## config.mk

```make
export PLATFORM = sky130hd
export DESIGN_NAME = julia_escape_time
export DESIGN_NICKNAME = d
export VERILOG_FILES = /design/src/sv/jet_pkg.sv /design/src/sv/julia_escape_time.sv
export SDC_FILE = /design/constraint.sdc
export NUM_CORES = 2
export LEC_CHECK = 0
export ABC_AREA = 1
export BUFFER_PORTS_ARGS = -buffer_cell sky130_fd_sc_hd__buf_2
export CAP_MARGIN = 5
export CORE_UTILIZATION = 50
export CTS_CLUSTER_DIAMETER = 120
export DETAILED_ROUTE_END_ITERATION = 7
export PLACE_DENSITY = 0.71
export SLEW_MARGIN = 20
export SYNTH_ARGS = -nofsm -noshare
export SYNTH_HDL_FRONTEND = slang
export SYNTH_SLANG_ARGS = --single-unit
```

## constraint.sdc

```tcl
create_clock -name i_clk -period 7.85 [get_ports i_clk]
set_input_delay 0.3925 -clock i_clk [delete_from_list [all_inputs] [get_ports i_clk]]
set_output_delay 0.3925 -clock i_clk [all_outputs]
set_load 0.005 [all_outputs]
```

## src/sv/jet_pkg.sv

```systemverilog
// ============================================================================
// jet_pkg - shared types and constants of the Julia escape-time unit
// Item structs, register indexes and the fixed-point helper functions.
// ============================================================================
package jet_pkg;

    localparam int COUNT_BITS    = 16;
    localparam int PIXEL_BITS    = 12;
    localparam int FRACTION_BITS = 28;

    localparam int WORD_BITS  = 32;
    localparam int STEP_BITS  = 31;
    localparam int LIMIT_BITS = 16;
    localparam int PROD_BITS  = 2 * WORD_BITS;
    localparam int INDEX_BITS = 3;

    localparam logic signed [PROD_BITS-1:0] WORD_MAX = 64'sd2147483647;
    localparam logic signed [PROD_BITS-1:0] WORD_MIN = -64'sd2147483648;
    localparam logic signed [PROD_BITS-1:0] FOUR     = 64'sd4 <<< FRACTION_BITS;
    localparam logic [32:0] COUNT_MAX = (33'd1 << COUNT_BITS) - 33'd1;

    typedef enum logic [INDEX_BITS-1:0] {
        CFG_C_REAL      = 3'd0,
        CFG_C_IMAG      = 3'd1,
        CFG_ITER_LIMIT  = 3'd2,
        CFG_REAL_ORIGIN = 3'd3,
        CFG_IMAG_ORIGIN = 3'd4,
        CFG_REAL_STEP   = 3'd5,
        CFG_IMAG_STEP   = 3'd6
    } t_cfg_index;

    typedef struct packed {
        logic [PIXEL_BITS-1:0] pixel_col;
        logic [PIXEL_BITS-1:0] pixel_row;
    } t_pixel;

    typedef struct packed {
        logic [COUNT_BITS-1:0] iter_count;
        logic                  escaped;
        logic [PIXEL_BITS-1:0] col_echo;
        logic [PIXEL_BITS-1:0] row_echo;
    } t_result;

    // clamp a wide signed value into one data word
    function automatic logic signed [WORD_BITS-1:0] sat_word(
        input logic signed [PROD_BITS-1:0] v
    );
        logic signed [PROD_BITS-1:0] c;
        c = v;
        if (v > WORD_MAX) begin
            c = WORD_MAX;
        end else if (v < WORD_MIN) begin
            c = WORD_MIN;
        end
        return c[WORD_BITS-1:0];
    endfunction

    // drop the fraction bits of a raw product, rounding toward minus infinity
    function automatic logic signed [PROD_BITS-1:0] fx_shift(
        input logic signed [PROD_BITS-1:0] p
    );
        return p >>> FRACTION_BITS;
    endfunction

    // clamp a pass count to the result field
    function automatic logic [COUNT_BITS-1:0] sat_count(input logic [LIMIT_BITS-1:0] v);
        logic [32:0] w;
        w = {{(33-LIMIT_BITS){1'b0}}, v};
        if (w > COUNT_MAX) begin
            w = COUNT_MAX;
        end
        return w[COUNT_BITS-1:0];
    endfunction

endpackage

```

## src/sv/julia_escape_time.sv

```systemverilog
// ============================================================================
// julia_escape_time - escape-time iteration for one Julia-set pixel
// Maps a pixel to a complex start point and iterates z = z*z + c.
// ============================================================================
// Usage:
//   Input channel (i_in_valid / o_in_stall / i_in) carries one pixel item
//   (column, row). An item is taken at a clock edge with valid high and
//   stall low. The block works on one pixel at a time and holds o_in_stall
//   high from the accept until the pixel's result has been moved into the
//   output register.
//   Output channel (o_out_valid / i_out_stall / o_out) carries one result
//   item per pixel: pass count, escaped flag and the pixel coordinate.
//   A result waits in the output register while the receiver stalls; the
//   next pixel is still accepted and worked on, and it waits at its end
//   until the output register is free.
//   A zero limit skips the passes and hands the result over right after
//   mapping; the default limit is 256. The one 32x32 multiplier forms both
//   squares and the cross product of every pass in turn, followed by the
//   update.
//   Configuration: i_cfg_we writes i_cfg_data into register i_cfg_index at
//   once; write only while no pixel is in flight. Index 7 is ignored.
//   Reset (synchronous, active low) loads the default view and constant,
//   empties the output register and returns the sequencer to idle.
// ============================================================================
module julia_escape_time (
    input  logic                                  i_clk,
    input  logic                                  i_rst_n,
    input  logic                                  i_cfg_we,
    input  logic [jet_pkg::INDEX_BITS-1:0]        i_cfg_index,
    input  logic [jet_pkg::WORD_BITS-1:0]         i_cfg_data,
    input  logic                                  i_in_valid,
    output logic                                  o_in_stall,
    input  jet_pkg::t_pixel                       i_in,
    output logic                                  o_out_valid,
    input  logic                                  i_out_stall,
    output jet_pkg::t_result                      o_out
);
    import jet_pkg::*;

    // sequencer: each state names the multiply it issues or the step it takes
    typedef enum logic [7:0] {
        S_IDLE = 8'b0000_0001,  // wait for a pixel
        S_MAPR = 8'b0000_0010,  // col * real_step
        S_MAPI = 8'b0000_0100,  // row * imag_step, store real start
        S_MAGR = 8'b0000_1000,  // re * re (store imag start on first pass)
        S_MAGI = 8'b0001_0000,  // im * im, keep re^2
        S_TEST = 8'b0010_0000,  // escape test, re * im for the next pass
        S_UPD  = 8'b0100_0000,  // new re and im
        S_DONE = 8'b1000_0000   // hand the result to the output register
    } t_state;

    t_state r_state, n_state;

    // configuration registers
    logic signed [WORD_BITS-1:0] r_c_real, r_c_imag, r_real_origin, r_imag_origin;
    logic [LIMIT_BITS-1:0]       r_limit;
    logic [STEP_BITS-1:0]        r_real_step, r_imag_step;

    // working registers
    logic [PIXEL_BITS-1:0]       r_col, r_row;
    logic signed [WORD_BITS-1:0] r_re, r_im, r_rr, r_ii;
    logic signed [PROD_BITS-1:0] r_rr_full, r_prod;
    logic [LIMIT_BITS-1:0]       r_pass;
    logic                        r_first, r_esc;
    logic                        r_out_valid;
    t_result                     r_out;

    // shared multiplier operands
    logic signed [WORD_BITS-1:0] mul_a, mul_b;
    logic signed [PROD_BITS-1:0] mul_p;

    logic                        in_accept;
    logic                        out_free;
    logic signed [PROD_BITS-1:0] map_re_sum, map_im_sum;
    logic signed [PROD_BITS-1:0] ii_full, mag;
    logic signed [PROD_BITS-1:0] nr_sum, ni_sum;
    logic                        escape_now;
    logic                        last_pass;

    assign in_accept = i_in_valid && (r_state == S_IDLE);
    assign o_in_stall = (r_state != S_IDLE);
    assign out_free  = !r_out_valid || !i_out_stall;

    // start point: origin plus pixel times step, both sides use r_prod
    assign map_re_sum = PROD_BITS'(r_real_origin) + r_prod;
    assign map_im_sum = PROD_BITS'(r_imag_origin) + r_prod;

    // escape test on the squares of the freshly updated point
    assign ii_full    = fx_shift(r_prod);
    assign mag        = r_rr_full + ii_full;
    assign escape_now = (mag > FOUR);
    assign last_pass  = (({1'b0, r_pass} + 17'd1) == {1'b0, r_limit});

    // pass update: r_prod holds re*im here
    assign nr_sum = PROD_BITS'(r_rr) - PROD_BITS'(r_ii) + PROD_BITS'(r_c_real);
    assign ni_sum = (PROD_BITS'(sat_word(fx_shift(r_prod))) <<< 1) + PROD_BITS'(r_c_imag);

    // operand select for the one multiplier
    always_comb begin
        mul_a = r_re;
        mul_b = r_im;
        unique case (r_state) inside
            S_IDLE: begin
                mul_a = signed'(WORD_BITS'(i_in.pixel_col));
                mul_b = signed'(WORD_BITS'(r_real_step));
            end
            S_MAPR: begin
                mul_a = signed'(WORD_BITS'(r_col));
                mul_b = signed'(WORD_BITS'(r_real_step));
            end
            S_MAPI: begin
                mul_a = signed'(WORD_BITS'(r_row));
                mul_b = signed'(WORD_BITS'(r_imag_step));
            end
            S_MAGR: begin
                mul_a = r_re;
                mul_b = r_re;
            end
            S_MAGI: begin
                mul_a = r_im;
                mul_b = r_im;
            end
            S_TEST, S_UPD, S_DONE: begin
                mul_a = r_re;
                mul_b = r_im;
            end
            default: begin
                mul_a = r_re;
                mul_b = r_im;
            end
        endcase
    end

    assign mul_p = mul_a * mul_b;

    // next state
    always_comb begin
        n_state = r_state;
        unique case (r_state)
            S_IDLE: begin
                if (in_accept) n_state = S_MAPR;
            end
            S_MAPR: n_state = S_MAPI;
            S_MAPI: begin
                n_state = (r_limit == '0) ? S_DONE : S_MAGR;
            end
            S_MAGR: n_state = S_MAGI;
            S_MAGI: n_state = S_TEST;
            S_TEST: begin
                if (r_first) begin
                    n_state = S_UPD;
                end else if (escape_now || last_pass) begin
                    n_state = S_DONE;
                end else begin
                    n_state = S_UPD;
                end
            end
            S_UPD: n_state = S_MAGR;
            S_DONE: begin
                if (out_free) n_state = S_IDLE;
            end
            default: n_state = S_IDLE;
        endcase
    end

    // control state and configuration
    always_ff @(posedge i_clk) begin
        if (!i_rst_n) begin
            r_state       <= S_IDLE;
            r_out_valid   <= 1'b0;
            r_c_real      <= -32'sd201326592;
            r_c_imag      <= 32'sd6714913;
            r_limit       <= 16'd256;
            r_real_origin <= -32'sd402653184;
            r_imag_origin <= -32'sd268435456;
            r_real_step   <= 31'd2013266;
            r_imag_step   <= 31'd894785;
        end else begin
            r_state <= n_state;
            if (r_state == S_DONE && out_free) begin
                r_out_valid <= 1'b1;
            end else if (!i_out_stall) begin
                r_out_valid <= 1'b0;
            end
            if (i_cfg_we) begin
                unique case (i_cfg_index)
                    CFG_C_REAL:      r_c_real      <= signed'(i_cfg_data);
                    CFG_C_IMAG:      r_c_imag      <= signed'(i_cfg_data);
                    CFG_ITER_LIMIT:  r_limit       <= i_cfg_data[LIMIT_BITS-1:0];
                    CFG_REAL_ORIGIN: r_real_origin <= signed'(i_cfg_data);
                    CFG_IMAG_ORIGIN: r_imag_origin <= signed'(i_cfg_data);
                    CFG_REAL_STEP:   r_real_step   <= i_cfg_data[STEP_BITS-1:0];
                    CFG_IMAG_STEP:   r_imag_step   <= i_cfg_data[STEP_BITS-1:0];
                    default: ;
                endcase
            end
        end
    end

    // datapath
    always_ff @(posedge i_clk) begin
        r_prod <= mul_p;
        unique case (r_state)
            S_IDLE: begin
                if (in_accept) begin
                    r_col   <= i_in.pixel_col;
                    r_row   <= i_in.pixel_row;
                    r_pass  <= '0;
                    r_first <= 1'b1;
                    r_esc   <= 1'b0;
                end
            end
            S_MAPR: ;
            S_MAPI: begin
                r_re <= sat_word(map_re_sum);
            end
            S_MAGR: begin
                if (r_first) r_im <= sat_word(map_im_sum);
            end
            S_MAGI: begin
                r_rr_full <= fx_shift(r_prod);
            end
            S_TEST: begin
                // squares of this point are the next pass's re^2 and im^2
                r_rr <= sat_word(r_rr_full);
                r_ii <= sat_word(ii_full);
                if (r_first) begin
                    r_first <= 1'b0;
                end else if (escape_now) begin
                    r_esc <= 1'b1;
                end else begin
                    r_pass <= r_pass + LIMIT_BITS'(1);
                end
            end
            S_UPD: begin
                r_re <= sat_word(nr_sum);
                r_im <= sat_word(ni_sum);
            end
            S_DONE: begin
                if (out_free) begin
                    r_out.iter_count <= sat_count(r_pass);
                    r_out.escaped    <= r_esc;
                    r_out.col_echo   <= r_col;
                    r_out.row_echo   <= r_row;
                end
            end
            default: ;
        endcase
    end

    assign o_out_valid = r_out_valid;
    assign o_out       = r_out;

    // an accepted pixel always starts with the column multiply
    a_accept_maps: assert property (@(posedge i_clk) disable iff (!i_rst_n)
        in_accept |=> (r_state == S_MAPR))
        else $error("accepted pixel did not start mapping");

    // the escape test always follows the imaginary square
    a_test_order: assert property (@(posedge i_clk) disable iff (!i_rst_n)
        (r_state == S_TEST) |-> ($past(r_state) == S_MAGI))
        else $error("escape test out of order");

    // a new result is loaded only from the hand-off state
    a_out_source: assert property (@(posedge i_clk) disable iff (!i_rst_n)
        (o_out_valid && !$past(o_out_valid)) |-> ($past(r_state) == S_DONE))
        else $error("result appeared without hand-off");

    // the update never runs before the first squares are in place
    a_upd_after_first: assert property (@(posedge i_clk) disable iff (!i_rst_n)
        (r_state == S_UPD) |-> !r_first)
        else $error("update before first squares");

endmodule
```

### Yosys cells after proc, flatten, opt, wreduce, memory -nomap -nowiden

Cells that the tools add are included.

| word-level totals | value |
|---|---|
| flip-flop bits (word level) | 526 |
| input port bits | 64 |
| output and inout port bits | 43 |
| word-level logic and storage cells | 129 |

| cells by class | value |
|---|---|
| $add $sub $neg | 8 |
| multiply operators | 1 |
| $lt $le $gt $ge | 13 |
| equality and inequality tests | 23 |
| mux-type cells | 34 |
| reduce and logical (&&, ||, !) cells | 26 |

Operators by type and width:

| operator | number |
|---|---|
| 32-bit two-way mux | 12 |
| 32-bit by 64-bit adder with 64-bit output | 2 |
| 64-bit by 32-bit > comparator with 1-bit output, second input constant | 2 |
| 64-bit by 32-bit less-than comparator with 1-bit output, second input constant | 2 |
| 32-bit case mux with 2 select lines | 2 |
| 32-bit case mux with 4 select lines | 1 |
| 32-bit case mux with 3 select lines | 1 |
| 36-bit by 32-bit > comparator with 1-bit output, second input constant | 2 |
| 36-bit by 32-bit less-than comparator with 1-bit output, second input constant | 2 |
| 33-bit by 32-bit adder with 34-bit output | 2 |
| 34-bit by 32-bit > comparator with 1-bit output, second input constant | 2 |
| 34-bit by 32-bit less-than comparator with 1-bit output, second input constant | 2 |
| 32-bit by 32-bit multiplier with 64-bit output | 1 |
| 8-bit case mux with 8 select lines | 1 |
| 16-bit two-way mux | 3 |
| 8-bit two-way mux | 5 |
| 36-bit by 36-bit adder with 37-bit output | 1 |
| 37-bit by 32-bit > comparator with 1-bit output, second input constant | 1 |
| 32-bit by 32-bit subtractor with 33-bit output | 1 |
| 16-bit case mux with 2 select lines | 1 |
| 2-bit AND reduction | 12 |
| 16-bit by 1-bit adder with 17-bit output, second input constant | 1 |
| 17-bit by 16-bit == test with 1-bit output | 1 |
| 16-bit by 1-bit adder with 16-bit output, second input constant | 1 |
| other kinds (24) | 44 |

### Longest topological paths before layout

| logic depth | value |
|---|---|
| depth in word-level cells | 8 |
| depth in mapped cells | 45 |
| depth with buffers taken out | 42 |

### Least setup slack after synthesis

No wires, ideal clock.

| timing | value |
|---|---|
| path type | reg2reg |
| start point | register r_state[4] |
| end point | register r_prod[62] |
| setup time | 72 ps |
| arrival | 8470 ps |
| required time | 7778 ps |
| path slack | -692 ps |
| cell stages (with the launch flop) | 35 |
| path buffers | 2 |
| period minus slack after synthesis | 8542 ps |
| cells stage by stage | dfxtp_1 > nor2_1 > inv_1 > nor2_1 > and3_1 > buf_2 > nor2_1 > inv_2 > nor3_4 > inv_2 > o22ai_2 > inv_2 > clkbuf_1 > nor2_1 > fa_1 > fa_1 > fa_1 > fa_1 > inv_1 > fa_1 > inv_1 > fa_1 > inv_1 > fa_1 > inv_1 > fa_1 > ha_1 > a21oi_1 > inv_1 > a31oi_1 > o221ai_1 > a221oi_1 > o21ai_0 > a31oi_1 > xor2_1 |

| between the ends | value |
|---|---|
| word-level cells in the longest chain between the ends | 4 |
| elaborated cells between the ends (all ways) | 9 |
| those cells by class | 1 x mul; 5 x eq/ne; 2 x mux; 1 x reduce/logical |

RTL lines:

| element | line | text |
|---|---|---|
| from (decl) | julia_escape_time.sv:52 | `t_state r_state, n_state;` |
| from (signal assigned) | julia_escape_time.sv:179 | `r_state <= n_state;` |
| 8-bit by 1-bit == test with 1-bit output / 8-bit by 2-bit == test with 1-bit output (equally long branches) | n/a |  |
| 2-bit OR reduction (no line) | n/a |  |
| 32-bit case mux with 3 select lines | julia_escape_time.sv:102 | `unique case (r_state) inside` |
| 32-bit by 32-bit multiplier with 64-bit output * | julia_escape_time.sv:134 | `assign mul_p = mul_a * mul_b;` |
| named net mul_p[62] | julia_escape_time.sv:70 | `logic signed [PROD_BITS-1:0] mul_p;` |
| to (signal assigned) | julia_escape_time.sv:202 | `r_prod <= mul_p;` |
| to (decl) | julia_escape_time.sv:62 | `logic signed [PROD_BITS-1:0] r_rr_full, r_prod;` |

Mark *: on every way through the listed nets, which the timed path passes. The rest lies on a longest branch.
A chain may end at the register's enable or synchronous reset.

### Final worst setup path

| timing | value |
|---|---|
| start point | register r_state[7] |
| end point | register r_prod[50] |

The elaborated chain is that of the path after synthesis.

==> reports/metrics.cfg <==
[run_status]
status=finished with violations
violations=negative setup slack

[clock_tree]
clock_latency_ns=0.66
tritoncts=built
clkTransAtPathRegs_ns=0.06
cts_root_buffer=clkbuf_16
htreeDepth=2
clock_path_buffers=3
cts_buffers=57
numClockSinks=526

[placed_design]
preCtsSetupSlack_ns=-1.46
portBuffers=106
post-dp-hpwl_um=260000
gp_congestion=1.06

[worst_setup_path]
crit_path_start_kind=register
crit_path_end_kind=register
critPathArrivalTime_ns=9.12
r2r_end=r_prod[50]$_DFF_P_
cp_data_required_time_ns=8.40
crit_top_cell=inv_2
crit_start=r_state[7]$_SDFFE_PN0P_
path_class=register to register
crit_slowest_cell=fa_2
reg2reg_depth=48
crit_path_max_incr_delay_ns=0.58
r2r-start=r_state[7]$_SDFFE_PN0P_
reg2reg_slack_ns=-0.72
crit_fanout=6

[drt]
route.met2.wl_um=127000
via_per_inst=5.45
ant_nets=0
num_vias=72742
wl_met1_um=132000
drt_iter0_drc=7721
wl_met3_um=38600
drtPass1Iterations=6
drc=0
wirelength_um=315000
wire_per_inst_um=23.6
highest_layer=met5

[sta]
finalClockSkew_ns=0.0295
worst_pin_slew_ns=1.20
finalMaxSlewViolations=0
post-route-min-period_ns=8.57
fmax_ghz=0.117
rsz0062_at_grt=yes
fin_ws_ns=-0.725
setup_viol=46
hold_viol_final=0
finalCritPeriodShare_pct=109
maxSlewHeadroom_pct=19.6

[final_layout]
layout_common_cells=nand2_1, inv_1, nor2_1
nets=12870
syn2layout_area_growth_pct=20.5
layout_commonest_cell=nand2_1
drive_gt1_share_pct=16.0
fill_cells=13630

[synthesis]
avgSynthCellArea_um2=7.29
syn_nets=12048
synth_ff_type=dfxtp_1
ys_ff_latch=526
synth_cell_types=65
synth_area_mm2=0.0762
yosysSeqAreaShare_pct=17.1
async_reset_ff_share_pct=0
synth_edf_count=247
postSynthCellCount=10453
synth_warnings=0

[floorplanning]
die_area_mm2=0.154
fp.dieH_um=392
die_w_um=392
start_util_pct=50.6
row_count=142
core-area_mm2=0.150
top_level_ports=107

[global_route]
antenna_found_initial=10
grt.overflow.total=0
grt_pass1_vias=72148
grt_start_max_net_pins=100
track_usage_pct=40.9
grt_first_pass_wirelength_um=460000

[worst_hold_path]
hold_path_class=input pin to register
min_from=i_out_stall
hold-path-endpoint=o_out_valid$_SDFFE_PN0P_
whs_path_depth=3

[job]
drv_cap=0

## critical path, delay by kind of cell (launching register included)
| kind | cells | cell delay, ns |
|---|---|---|
| AOI/OAI and AO/OA | 2 | 0.28 |
| DFF | 1 | 0.34 |
| adders and majority gates | 9 | 3.85 |
| xor gates and xnor gates | 1 | 0.20 |
| and+or+nand+nor | 16 | 1.65 |
| buffers and inverters | 20 | 2.13 |
## logic make-up (layout without fill, tap and decap cells)
| logic type | count (synthesis) | in the layout | share of synthesized area [%] |
|---|---|---|---|
| xor+xnor | 218 | 218 | 2.52 |
| compound gates | 915 | 915 | 6.80 |
| other cells | 0 | 8 | 0 |
| flops | 526 | 526 | 17.1 |
| simple gates | 4679 | 4679 | 24.4 |
| fa+ha+maj | 1531 | 1531 | 36.2 |
| buf+inv | 2584 | 3454 | 13.1 |
## Yosys cell counts, types with 20 or more instances
| cell type | n | area share (%) |
|---|---|---|
| inv_2 | 58 | 0.29 |
| buf_2 | 105 | 0.69 |
| ha_1 | 413 | 6.8 |
| o21ai_0 | 286 | 1.9 |
| xnor2_1 | 65 | 0.75 |
| edfxtp_1 | 247 | 9.7 |
| nand3_1 | 300 | 2.0 |
| clkbuf_1 | 134 | 0.66 |
| nand2_1 | 2802 | 14 |
| a21oi_1 | 442 | 2.9 |
| dfxtp_1 | 279 | 7.3 |
| nand2_2 | 22 | 0.18 |
| nand4_1 | 80 | 0.66 |
| o21bai_1 | 24 | 0.24 |
| nor4_1 | 22 | 0.18 |
| nor3_1 | 49 | 0.32 |
| a221oi_1 | 20 | 0.23 |
| inv_1 | 2250 | 11 |
| fa_1 | 1118 | 29 |
| nor2_1 | 1329 | 6.5 |
| xor2_1 | 152 | 1.7 |
## flip-flops by register name (all words and copies together) (netlist names), 31 cells and up
signal / cells
r_c_real: 32
r_im: 32
r_ii: 32
o_out: 41
r_imag_origin: 32
r_real_origin: 32
r_rr: 32
r_re: 32
r_real_step: 31
r_prod: 64
r_rr_full: 36
r_imag_step: 31
r_c_imag: 32
## how the worst max path moves through the flow
stage,end,slack [ns],depth (start not counted)
final,r_prod[50]$_DFF_P_,-0.72,48
after global routing,r_prod[56]$_DFF_P_,-0.95,46
after CTS,r_prod[63]$_DFF_P_,-0.67,39
after detailed placement,r_prod[63]$_DFF_P_,-1.46,34
after global placement,r_prod[63]$_DFF_P_,-1.50,34
after floorplan,r_prod[63]$_DFF_P_,-0.29,36
## layer usage
metal	GRT usage, %	up-vias
met5	1.08	-
met4	19.2	8
met3	11.2	652
met2	57.2	3779
met1	58.1	35308
li1	-	32995
## timing repair
action / CTS / global route
buffers inserted: 107 / 40
endpoints found under the setup margin: 49 / 51
resized for setup: 624 / 221
gates cloned: 7 / 2
endpoints found under the hold margin: 24 / 0
hold buffers: 24 / 0
pin swaps: 267 / 151
## metrics by stage
step / instance area [µm²] / TNS (ns) / hold WS [ns] / cells / utilization, %
4_1_cts: 90500 / -16.71 / 0.00152 / 13303 / 60.2
3_5_place_dp: 84900 / -32.85 / 0.411 / 13065 / 56.4
5_1_grt: 91800 / -33.94 / 0.0589 / 13339 / 61.0
6_report: 91800 / -22.51 / 0.0255 / 13347 / 61.0
2_1_floorplan: 76500 / -1.32 / 0.400 / 10453 / -
3_3_place_gp: 84900 / -31.93 / 0.406 / 13065 / 56.4
## area by class of cell
class / count / area (µm²) / area share, %
Multi-Input combinational cell: 7343 / 56100 / 61.1
Sequential cell: 526 / 13000 / 14.2
Timing Repair Buffer: 1035 / 9360 / 10.2
Inverter: 2311 / 8810 / 9.59
Tap cell: 2016 / 2520 / 2.75
Clock buffer: 66 / 1510 / 1.65
Clock inverter: 41 / 469 / 0.511
Antenna cell: 8 / 20.0 / 0.0218
Timing Repair inverter: 1 / 7.51 / 0.00818
Power is left out: the tool's default activity adds up to more than one toggle a clock period on the data nets, which glitch-free logic cannot reach.
